File: src/rtl/oli_pkg.sv
`timescale 1ns / 1ps

package oli_pkg;

  localparam int unsigned DATA_W       = 32;
  localparam int unsigned POS_W        = 7;
  localparam int unsigned MODE_W       = 2;
  localparam int unsigned STAT_W       = 2;
  localparam int unsigned OUT_TDATA_W  = 40;
  localparam int unsigned DEF_CAPACITY = 16;

  localparam logic [MODE_W-1:0] MODE_APPEND  = 2'd0;
  localparam logic [MODE_W-1:0] MODE_PREPEND = 2'd1;
  localparam logic [MODE_W-1:0] MODE_DELETE  = 2'd2;
  localparam logic [MODE_W-1:0] MODE_DUMP    = 2'd3;

  localparam logic [STAT_W-1:0] ST_OK      = 2'd0;
  localparam logic [STAT_W-1:0] ST_EMPTY   = 2'd1;
  localparam logic [STAT_W-1:0] ST_MISSING = 2'd2;
  localparam logic [STAT_W-1:0] ST_FULL    = 2'd3;

  // one command per cycle, shared by every cell of the chain
  typedef struct packed {
    logic app;  // cell at index count loads the item
    logic pre;  // shift toward the tail, cell 0 loads the item
    logic rot;  // shift toward the head, cell count-1 takes the head
    logic del;  // shift toward the head, head is dropped
  } cell_cmd_t;

endpackage

File: src/rtl/oli_cell.sv
`timescale 1ns / 1ps

module oli_cell #(
  parameter int unsigned IDX = 0,
  parameter int unsigned CW  = 5
) (
  input  logic                         clk,
  input  oli_pkg::cell_cmd_t           cmd,
  input  logic [CW-1:0]                count,
  input  logic [oli_pkg::DATA_W-1:0]   item,
  input  logic [oli_pkg::DATA_W-1:0]   left_val,
  input  logic [oli_pkg::DATA_W-1:0]   right_val,
  input  logic [oli_pkg::DATA_W-1:0]   head_val,
  output logic [oli_pkg::DATA_W-1:0]   val
);
  import oli_pkg::*;

  localparam logic [CW-1:0] MY_IDX  = CW'(IDX);
  localparam logic [CW-1:0] MY_NEXT = CW'(IDX + 1);

  logic [DATA_W-1:0] val_r;
  logic [DATA_W-1:0] val_nxt;

  always_comb begin
    val_nxt = val_r;
    if (cmd.app && count == MY_IDX) begin
      val_nxt = item;
    end else if (cmd.pre) begin
      val_nxt = left_val;
    end else if (cmd.rot) begin
      val_nxt = (count == MY_NEXT) ? head_val : right_val;
    end else if (cmd.del) begin
      val_nxt = right_val;
    end
  end

  always_ff @(posedge clk) begin
    val_r <= val_nxt;
  end

  assign val = val_r;

endmodule

File: src/rtl/ordered_list_insert_delete.sv
`timescale 1ns / 1ps

// channel  | dir | tdata                                   | tuser       | tlast
// in_      | in  | [31:0] item_value                       | [1:0] mode  | -
// out_     | out | [31:0] entry_value, [38:32] position    | [1:0] status| last
//
// append and prepend load or shift the cell chain in one step
// delete and dump walk the list by rotating the chain one cell per cycle while the
// output register can take a beat, over entry_count steps (at most CAPACITY); the
// head cell is compared or emitted each step, and a delete drops the first matching head
// each walk step waits while the output register holds an untaken beat
// reset (synchronous, rst_n low) empties the list; cell contents are not cleared

module ordered_list_insert_delete #(
  parameter int unsigned CAPACITY = oli_pkg::DEF_CAPACITY
) (
  input  logic                               clk,
  input  logic                               rst_n,
  input  logic                               in_tvalid,
  output logic                               in_tready,
  input  logic [oli_pkg::DATA_W-1:0]         in_tdata,   // [31:0] item_value
  input  logic [oli_pkg::MODE_W-1:0]         in_tuser,   // [1:0] mode
  output logic                               out_tvalid,
  input  logic                               out_tready,
  output logic [oli_pkg::OUT_TDATA_W-1:0]    out_tdata,  // [31:0] entry_value, [38:32] position
  output logic [oli_pkg::STAT_W-1:0]         out_tuser,  // [1:0] status
  output logic                               out_tlast
);
  import oli_pkg::*;

  localparam int unsigned CW = $clog2(CAPACITY + 1);
  localparam logic [CW-1:0] CAP_C = CW'(CAPACITY);

  localparam logic S_IDLE = 1'b0;
  localparam logic S_WALK = 1'b1;

  // control state
  logic              state_r, state_nxt;
  logic [CW-1:0]     count_r, count_nxt;
  logic [CW-1:0]     len_r, len_nxt;     // walk length, count at start of the walk
  logic [CW-1:0]     step_r, step_nxt;
  logic              dump_r, dump_nxt;
  logic              found_r, found_nxt;
  logic              out_valid_r, out_valid_nxt;

  // payload
  logic [DATA_W-1:0] item_r, item_nxt;
  logic [STAT_W-1:0] out_status_r, out_status_nxt;
  logic [DATA_W-1:0] out_value_r, out_value_nxt;
  logic [POS_W-1:0]  out_pos_r, out_pos_nxt;
  logic              out_last_r, out_last_nxt;

  cell_cmd_t         cmd;
  logic [DATA_W-1:0] cell_val [CAPACITY];
  logic [DATA_W-1:0] head;

  logic slot_free, in_fire, walk_go, hit, walk_end, is_full;

  assign slot_free = !out_valid_r || out_tready;
  assign in_tready = (state_r == S_IDLE) && slot_free;
  assign in_fire   = in_tvalid && in_tready;
  assign walk_go   = (state_r == S_WALK) && slot_free;
  assign head      = cell_val[0];
  assign hit       = !dump_r && !found_r && (head == item_r);
  assign walk_end  = (step_r == len_r - CW'(1));
  assign is_full   = (count_r == CAP_C);

  // command to the chain
  always_comb begin
    cmd = '0;
    if (in_fire && !is_full) begin
      cmd.app = (in_tuser == MODE_APPEND);
      cmd.pre = (in_tuser == MODE_PREPEND);
    end
    if (walk_go) begin
      cmd.del = hit;
      cmd.rot = !hit;
    end
  end

  // chain of cells, each one slot of the list in order
  for (genvar i = 0; i < CAPACITY; i++) begin : g_cell
    logic [DATA_W-1:0] left_v, right_v;
    if (i == 0) begin : g_first
      assign left_v = in_tdata;
    end else begin : g_mid_l
      assign left_v = cell_val[i-1];
    end
    if (i == CAPACITY - 1) begin : g_last
      assign right_v = cell_val[i];
    end else begin : g_mid_r
      assign right_v = cell_val[i+1];
    end
    oli_cell #(
      .IDX (i),
      .CW  (CW)
    ) u_cell (
      .clk       (clk),
      .cmd       (cmd),
      .count     (count_r),
      .item      (in_tdata),
      .left_val  (left_v),
      .right_val (right_v),
      .head_val  (head),
      .val       (cell_val[i])
    );
  end

  always_comb begin
    state_nxt      = state_r;
    count_nxt      = count_r;
    len_nxt        = len_r;
    step_nxt       = step_r;
    dump_nxt       = dump_r;
    found_nxt      = found_r;
    item_nxt       = item_r;
    out_valid_nxt  = out_valid_r && !out_tready;
    out_status_nxt = out_status_r;
    out_value_nxt  = out_value_r;
    out_pos_nxt    = out_pos_r;
    out_last_nxt   = out_last_r;

    if (in_fire) begin
      if (in_tuser inside {MODE_APPEND, MODE_PREPEND}) begin
        // insert gives one beat right away
        out_valid_nxt  = 1'b1;
        out_status_nxt = is_full ? ST_FULL : ST_OK;
        out_value_nxt  = '0;
        out_pos_nxt    = '0;
        out_last_nxt   = 1'b1;
        if (!is_full) begin
          count_nxt = count_r + CW'(1);
        end
      end else if (count_r == '0) begin
        // delete or dump on an empty list
        out_valid_nxt  = 1'b1;
        out_status_nxt = ST_EMPTY;
        out_value_nxt  = '0;
        out_pos_nxt    = '0;
        out_last_nxt   = 1'b1;
      end else begin
        state_nxt = S_WALK;
        len_nxt   = count_r;
        step_nxt  = '0;
        dump_nxt  = (in_tuser == MODE_DUMP);
        found_nxt = 1'b0;
        item_nxt  = in_tdata;
      end
    end

    if (walk_go) begin
      step_nxt = step_r + CW'(1);
      if (hit) begin
        found_nxt = 1'b1;
        count_nxt = count_r - CW'(1);
      end
      if (dump_r) begin
        out_valid_nxt  = 1'b1;
        out_status_nxt = ST_OK;
        out_value_nxt  = head;
        out_pos_nxt    = POS_W'(step_r) + POS_W'(1);
        out_last_nxt   = walk_end;
      end else if (walk_end) begin
        out_valid_nxt  = 1'b1;
        out_status_nxt = (found_r || hit) ? ST_OK : ST_MISSING;
        out_value_nxt  = '0;
        out_pos_nxt    = '0;
        out_last_nxt   = 1'b1;
      end
      if (walk_end) begin
        state_nxt = S_IDLE;
      end
    end
  end

  always_ff @(posedge clk) begin
    if (!rst_n) begin
      state_r     <= S_IDLE;
      count_r     <= '0;
      len_r       <= '0;
      step_r      <= '0;
      dump_r      <= 1'b0;
      found_r     <= 1'b0;
      out_valid_r <= 1'b0;
    end else begin
      state_r     <= state_nxt;
      count_r     <= count_nxt;
      len_r       <= len_nxt;
      step_r      <= step_nxt;
      dump_r      <= dump_nxt;
      found_r     <= found_nxt;
      out_valid_r <= out_valid_nxt;
    end
  end

  always_ff @(posedge clk) begin
    item_r       <= item_nxt;
    out_status_r <= out_status_nxt;
    out_value_r  <= out_value_nxt;
    out_pos_r    <= out_pos_nxt;
    out_last_r   <= out_last_nxt;
  end

  assign out_tvalid = out_valid_r;
  assign out_tdata  = {1'b0, out_pos_r, out_value_r};
  assign out_tuser  = out_status_r;
  assign out_tlast  = out_last_r;

endmodule

File: config.mk
export PLATFORM = sky130hd
export DESIGN_NAME = ordered_list_insert_delete
export DESIGN_NICKNAME = d
export VERILOG_FILES = /design/src/rtl/oli_pkg.sv /design/src/rtl/oli_cell.sv /design/src/rtl/ordered_list_insert_delete.sv
export SDC_FILE = /design/constraint.sdc
export NUM_CORES = 2
export LEC_CHECK = 0
export BUFFER_PORTS_ARGS = -buffer_cell sky130_fd_sc_hd__buf_2
export CELL_PAD_IN_SITES_DETAIL_PLACEMENT = 1
export CELL_PAD_IN_SITES_GLOBAL_PLACEMENT = 2
export CORE_MARGIN = 2
export CORE_UTILIZATION = 30
export CTS_BUF_LIST = sky130_fd_sc_hd__clkbuf_16
export CTS_CLUSTER_SIZE = 12
export DETAILED_ROUTE_END_ITERATION = 10
export PLACE_DENSITY_LB_ADDON = 0.1
export SYNTH_ARGS = -nofsm -noshare
export SYNTH_HDL_FRONTEND = slang
export SYNTH_SLANG_ARGS = --single-unit
File: constraint.sdc
create_clock -name clk -period 6 [get_ports clk]
set_input_delay 1.8 -clock clk [delete_from_list [all_inputs] [get_ports clk]]
set_output_delay 1.8 -clock clk [all_outputs]
set_load 0.005 [all_outputs]
== Word-level counts from Yosys, hierarchy flattened ==
Cells that the tools add are included.
Word-level totals
  register bits: 605
  input port bits: 38
  output and inout port bits: 45
  logic and storage cells: 247
Cells by class
  $add $sub $neg: 5
  equality and inequality tests: 23
  muxes and demuxes: 132
  bitwise operators: 3
  reduce and logical (&&, ||, !) cells: 56
Operators with widths (count)
  2-to-1 mux 32 bit: 85
  nonzero test 4 bit: 15
  2-to-1 mux 5 bit: 9
  2-to-1 mux 7 bit: 6
  == test 5 x 4 -> 1 bit (second input constant): 8
  == test 32 bit: 1
  logical AND 1 bit: 23
  2-to-1 mux 1 bit: 22
  == test 5 x 3 -> 1 bit (second input constant): 4
  2-to-1 mux 2 bit: 10
  adder 5 x 1 -> 5 bit (second input constant): 2
  == test 5 x 2 -> 1 bit (second input constant): 2
  subtractor 5 x 1 -> 5 bit (second input constant): 2
  adder 5 x 1 -> 6 bit (second input constant): 1
  zero test 1 bit: 6
  AND reduction 3 bit: 2
  nonzero test 3 bit: 2
  == test 5 x 1 -> 1 bit (second input constant): 1
  == test 5 bit: 1
  == test 5 bit (second input constant): 1
  zero test 5 bit: 1
  inequality test 2 bit (second input constant): 2
  inequality test 4 x 3 -> 1 bit (second input constant): 1
  AND reduction 2 bit: 2
  6 further kinds: 10

== Logic depth before layout (Yosys ltp) ==
  depth after elaboration: 9
  depth in mapped cells: 11
  depth with buffers taken out: 9

== Hierarchy ==
From an unflattened synthesis, not the netlist that was laid out.
Unflattened totals
  cell total of the unflattened synthesis: 3721
  area total of the unflattened synthesis: 37875.1 um^2
By module, submodules not included
  oli_cell at g_cell[5].u_cell ...: instances 2, cells an instance 215, area an instance 2127.0 um^2, seq. area each 960.9 um^2
  oli_cell at g_cell[10].u_cell ...: instances 2, cells an instance 211, area an instance 2115.8 um^2, seq. area each 960.9 um^2
  oli_cell at g_cell[4].u_cell ...: instances 2, cells an instance 213, area an instance 2099.5 um^2, seq. area each 960.9 um^2
  ordered_list_insert_delete: instances 1, cells an instance 325, area an instance 3766.1 um^2, seq. area each 2182.1 um^2
  oli_cell at g_cell[11].u_cell: instances 1, cells an instance 227, area an instance 2406.1 um^2, seq. area each 960.9 um^2
  oli_cell at g_cell[2].u_cell: instances 1, cells an instance 181, area an instance 2243.4 um^2, seq. area each 960.9 um^2
  oli_cell at g_cell[15].u_cell: instances 1, cells an instance 216, area an instance 2145.8 um^2, seq. area each 960.9 um^2
  oli_cell at g_cell[3].u_cell: instances 1, cells an instance 222, area an instance 2115.8 um^2, seq. area each 960.9 um^2
  oli_cell at g_cell[12].u_cell: instances 1, cells an instance 208, area an instance 2099.5 um^2, seq. area each 960.9 um^2
  oli_cell at g_cell[0].u_cell: instances 1, cells an instance 215, area an instance 2098.3 um^2, seq. area each 960.9 um^2
  oli_cell at g_cell[7].u_cell: instances 1, cells an instance 213, area an instance 2094.5 um^2, seq. area each 960.9 um^2
  oli_cell at g_cell[14].u_cell: instances 1, cells an instance 212, area an instance 2077.0 um^2, seq. area each 960.9 um^2
  oli_cell at g_cell[1].u_cell: instances 1, cells an instance 215, area an instance 2074.5 um^2, seq. area each 960.9 um^2
  oli_cell at g_cell[13].u_cell: instances 1, cells an instance 209, area an instance 2069.5 um^2, seq. area each 960.9 um^2

== Worst setup path before layout ==
Ideal clock, no wire load.
  path type: input -> register
  from: in out_tready
  to: reg g_cell[0].u_cell.val_r[0], enable pin
  setup time: 0.466 ns
  arrival: 4.775 ns
  required time: 5.534 ns
  path slack: 0.759 ns
  stages: 5
  path buffers: 2
  path through: nand2b_1 -> nand2_1 -> clkbuf_1 -> buf_1 -> o21ai_0
Between the ends
  word-level cells in the longest chain between the ends: 8
  elaborated cells on any way between the ends: 11
  those cells by class: 1 x eq/ne; 2 x mux; 8 x reduce/logical
Ends and longest elaborated chain
  start, declared: RTL line ordered_list_insert_delete.sv:24  | input logic out_tready,
  logical OR 1 bit *: RTL line ordered_list_insert_delete.sv:59  | assign slot_free = !out_valid_r || out_tready;
  logical AND 1 bit: RTL line ordered_list_insert_delete.sv:60  | assign in_tready = (state_r == S_IDLE) && slot_free;
  logical AND 1 bit: RTL line ordered_list_insert_delete.sv:61  | assign in_fire = in_tvalid && in_tready;
  logical AND 1 bit: RTL line ordered_list_insert_delete.sv:71  | if (in_fire && !is_full) begin
  2-to-1 mux 2 bit: RTL line ordered_list_insert_delete.sv:71
  logical AND 1 bit: RTL line oli_cell.sv:26  | if (cmd.app && count == MY_IDX) begin
  inequality test 4 x 3 -> 1 bit (no source line) / nonzero test 4 bit (equally long branches)
  AND reduction 2 bit (no source line) *
  end signal, assigned: RTL line oli_cell.sv:38  | val_r <= val_nxt;
  end, declared: RTL line oli_cell.sv:21  | logic [DATA_W-1:0] val_r;
Every way passes the cells marked *; elsewhere a longest branch is shown, timed or not.
A chain may end at the register's enable or synchronous reset.

== Worst setup path in the final report ==
  from: reg g_cell[0].u_cell.val_r[11]
  to: reg g_cell[0].u_cell.val_r[4], enable pin
Between the ends
  word-level cells in the longest chain between the ends: 6
  elaborated cells on any way between the ends: 7
  those cells by class: 2 x eq/ne; 1 x mux; 4 x reduce/logical
Ends and longest elaborated chain
  == test 32 bit *: RTL line ordered_list_insert_delete.sv:64  | assign hit = !dump_r && !found_r && (head == item_r);
  logical AND 1 bit *: RTL line ordered_list_insert_delete.sv:64
  zero test 1 bit: RTL line ordered_list_insert_delete.sv:77  | cmd.rot = !hit;
  2-to-1 mux 2 bit *: RTL line ordered_list_insert_delete.sv:75  | if (walk_go) begin
  inequality test 4 x 3 -> 1 bit (no source line) / nonzero test 4 bit (equally long branches)
  AND reduction 2 bit (no source line) *
Marks and branches as above.

==> metrics.yaml <==
ys_ff_latch: 605
end_kind: "register"
clkTransAtPathRegs_ns: 0.06
synth_edf_count: 544
postCtsSetupBuffers: 0
fin_crit_sh_pct: 76.0
rsz0062_at_grt: "false"
fin_tns_setup_ns: 0
timing.final.ws_setup_ns: 1.44
powerDensity_nw_per_um2: 290
clock_power_share_pct: 42.4
grt_first_pass_wirelength_um: 208000
dr_total_vias: 27200
hold_viol_final: 0
power.leakage_uw: 0.0115
syn2layout_area_growth_pct: 13.7
gp_congestion: 0.802
max_slew_margin_pct: 16.9
switching_power_uw: 2770
cp-start-kind: "register"
die_y_um: 328
cts_tree: "yes"
slew_viol_final: 0
place_ws_ns: 1.09
gr-total-overflow: 0
holdBufCountCts: 0
tightest_slew_ns: 1.25
cts_buffer_depth: 3
fin_util_pct: 34.5
crit_type: "reg -> reg"
post_drt_via_cell_ratio: 6.35
ios: 83
io_buffer_count: 81
ys_seq_area_share_pct: 55.8
seqPwrFrac_pct: 48.2
setup_violations: 0
fin_crit_ns: 4.56
num_rows: 118
cts.sinks: 605
synth_fp_nets: 2960
netlist_instances: 2914
syn_avg_cell_area_um2: 10.8
ys_types: 60
wire_per_inst_um: 33.5
hold_class: "reg -> reg"
cts_root_buf: "clkbuf_16"
vdd_drop_max_v: 0.000211
drtIter0Drc: 2825
nets: 2890
ys.flop_type: "edfxtp_1"
grtUsageTotal_pct: 26.2
drtAntennaViolNets: 0
async_flop_share_pct: 0
ctsResizeCount: 0
cts_buffers: 76
p_int_uw: 7600
dpl.hpwl_um: 84000
insertion_delay_ns: 0.65
grt_pass1_vias: 28100
p_sw_share_pct: 26.7
synth_warnings: 0
antenna_found_initial: 3
dr.pass1.iters: 7
grt_max_degree: 154
p_comb_share_pct: 9.4
place_inst: 4146
max_clock_freq_mhz: 219
crit_path_max_fanout: 17
layout-drive-gt1-share_pct: 13.7
fin_worst_skew_ns: 0.0232
status: "completed"
fin_cells: 4286
critical_path_arrival_ns: 4.84
start_util_pct: 30.3
die_area_um2: 108000
whs_ns: 0.455
h-tree-depth: 3
drv_cap: 0
crit_required_ns: 6.28
drc: 0
drt-total-wl_um: 144000
syn_area_um2: 31500
core_area_um2: 104000
fp.dieW_um: 328
[power groups by stage]
stage / sequential (µW) / combinational (µW) / clock (µW)
floorplan: 5010 / 578 / 0
detailed placement: 5090 / 962 / 0
global route: 5020 / 1040 / 4630
global placement: 5080 / 936 / 0
CTS: 5000 / 966 / 4490
finish: 5000 / 973 / 4400
[path summary, 6_finish.rpt]
kind                                               start                      end  slack [ns]  depth (start not counted)
worst max-delay path            g_cell[0].u_cell.val[11]  g_cell[0].u_cell.val[4]        1.44                          8
worst min-delay path                        out_pos_r[5]             out_pos_r[5]        0.46                          1
worst max register to register  g_cell[0].u_cell.val[11]  g_cell[0].u_cell.val[4]        1.44                          8
worst min register to register              out_pos_r[5]             out_pos_r[5]        0.46                          1
[registers in the layout (all words and copies together), names as in the netlist, 2 cells and up]
| name | count |
|---|---|
| out_pos_r | 7 |
| count_r | 5 |
| g_cell.u_cell.val | 512 |
| len_r | 5 |
| out_tuser | 2 |
| item_r | 32 |
| step_r | 5 |
| out_value_r | 32 |
[cells in the mapped netlist, drive strengths merged (2+ instances only)]
cell type,instances,area (µm²)
a211oi,2,15.0
a21boi,7,52.6
a21o,2,15.0
a21oi,61,305
a221o,49,490
a221oi,32,280
a22o,83,727
a22oi,126,946
a311oi,4,35.0
a31oi,44,275
a32oi,248,2170
and3,9,56.3
buf,58,330
clkbuf,285,1070
dfxtp,61,1220
edfxtp,544,16300
ha,8,100
inv,39,146
mux2,32,360
mux2i,17,170
nand2,503,1890
nand2b,10,62.6
nand3,123,616
nand3b,3,22.5
nand4,72,450
nor2,93,349
nor2b,13,81.3
nor3,19,100
nor4,7,50.1
o2111ai,2,17.5
o211ai,219,1640
o21a,2,15.0
o21ai,39,195
o22ai,24,150
o2bb2ai,2,17.5
o31a,4,35.0
o31ai,10,195
or3,6,37.5
xnor2,25,219
xor2,14,123
[worst max-delay path, cell delays in order, from the launching register on]
cell	delay, ns
edfxtp_1	0.65
xor2_1	0.26
nor4_2	0.66
and3_1	0.59
nand3_1	0.14
buf_4	0.22
and3_1	0.21
o21ai_4	0.90
buf_4	0.54
[per-stage QoR]
stage | total power, µW | cell area (µm²)
global placement | 6020 | 33500
CTS | 10500 | 35800
finish | 10400 | 35800
floorplan | 5590 | 31500
global route | 10700 | 35800
detailed placement | 6050 | 33500
[cells by family (layout without fill, tap and decap cells)]
family / after synthesis / after routing / share of synthesized area [%]
adders and majority gates: 8 / 8 / 0.318
and+or+nand+nor: 865 / 865 / 12.0
DFF: 605 / 605 / 55.8
buffers and inverters: 383 / 374 / 4.93
muxes: 49 / 49 / 1.69
other: 1 / 2 / 0.0119
xor gates and xnor gates: 39 / 39 / 1.09
AOI/OAI and AO/OA: 964 / 964 / 24.2
[cell type report]
class / count / area, µm²
diodes: 1 / 2.50
clock buffers: 79 / 1980
clock inverters: 60 / 303
fillers: 11300 / 68000
inverters: 40 / 150
multi-input cells: 1926 / 12700
flip-flops and latches: 605 / 17600
well taps: 1380 / 1730
repair buffers: 195 / 1370
[routing by layer]
layer,routed length [µm],track usage (%),vias up
met2,66300,41.9,1204
met5,0,0,-
met4,4320,8.02,0
li1,-,-,11400
met3,9400,4.11,233
met1,63800,36.5,14300
[cells in the final DEF, fill, tap and decap left out, types with 11 or more instances in the layout]
| cell | netlist | routed |
|---|---|---|
| nand3_1 | 123 | 120 |
| o211ai_1 | 219 | 219 |
| xor2_1 | 14 | 14 |
| nand2_1 | 503 | 488 |
| a221oi_1 | 32 | 32 |
| nor3_2 | 1 | 11 |
| buf_4 | 2 | 105 |
| clkbuf_16 | 0 | 79 |
| nand4_1 | 72 | 72 |
| xnor2_1 | 25 | 25 |
| a32oi_1 | 248 | 248 |
| o21ai_0 | 39 | 38 |
| buf_2 | 42 | 81 |
| a22o_1 | 83 | 83 |
| nor2b_1 | 13 | 12 |
| mux2_2 | 32 | 32 |
| nand2_2 | 0 | 14 |
| a31oi_1 | 44 | 41 |
| a221o_1 | 49 | 49 |
| inv_1 | 38 | 62 |
| mux2i_1 | 17 | 17 |
| edfxtp_1 | 544 | 544 |
| a22oi_1 | 126 | 126 |
| dfxtp_1 | 61 | 61 |
| a21oi_1 | 61 | 61 |
| clkinv_2 | 0 | 13 |
| o22ai_1 | 24 | 24 |
| clkinv_1 | 1 | 19 |
| nor2_1 | 93 | 83 |
Note: power is estimated with default switching activity, not from simulation.
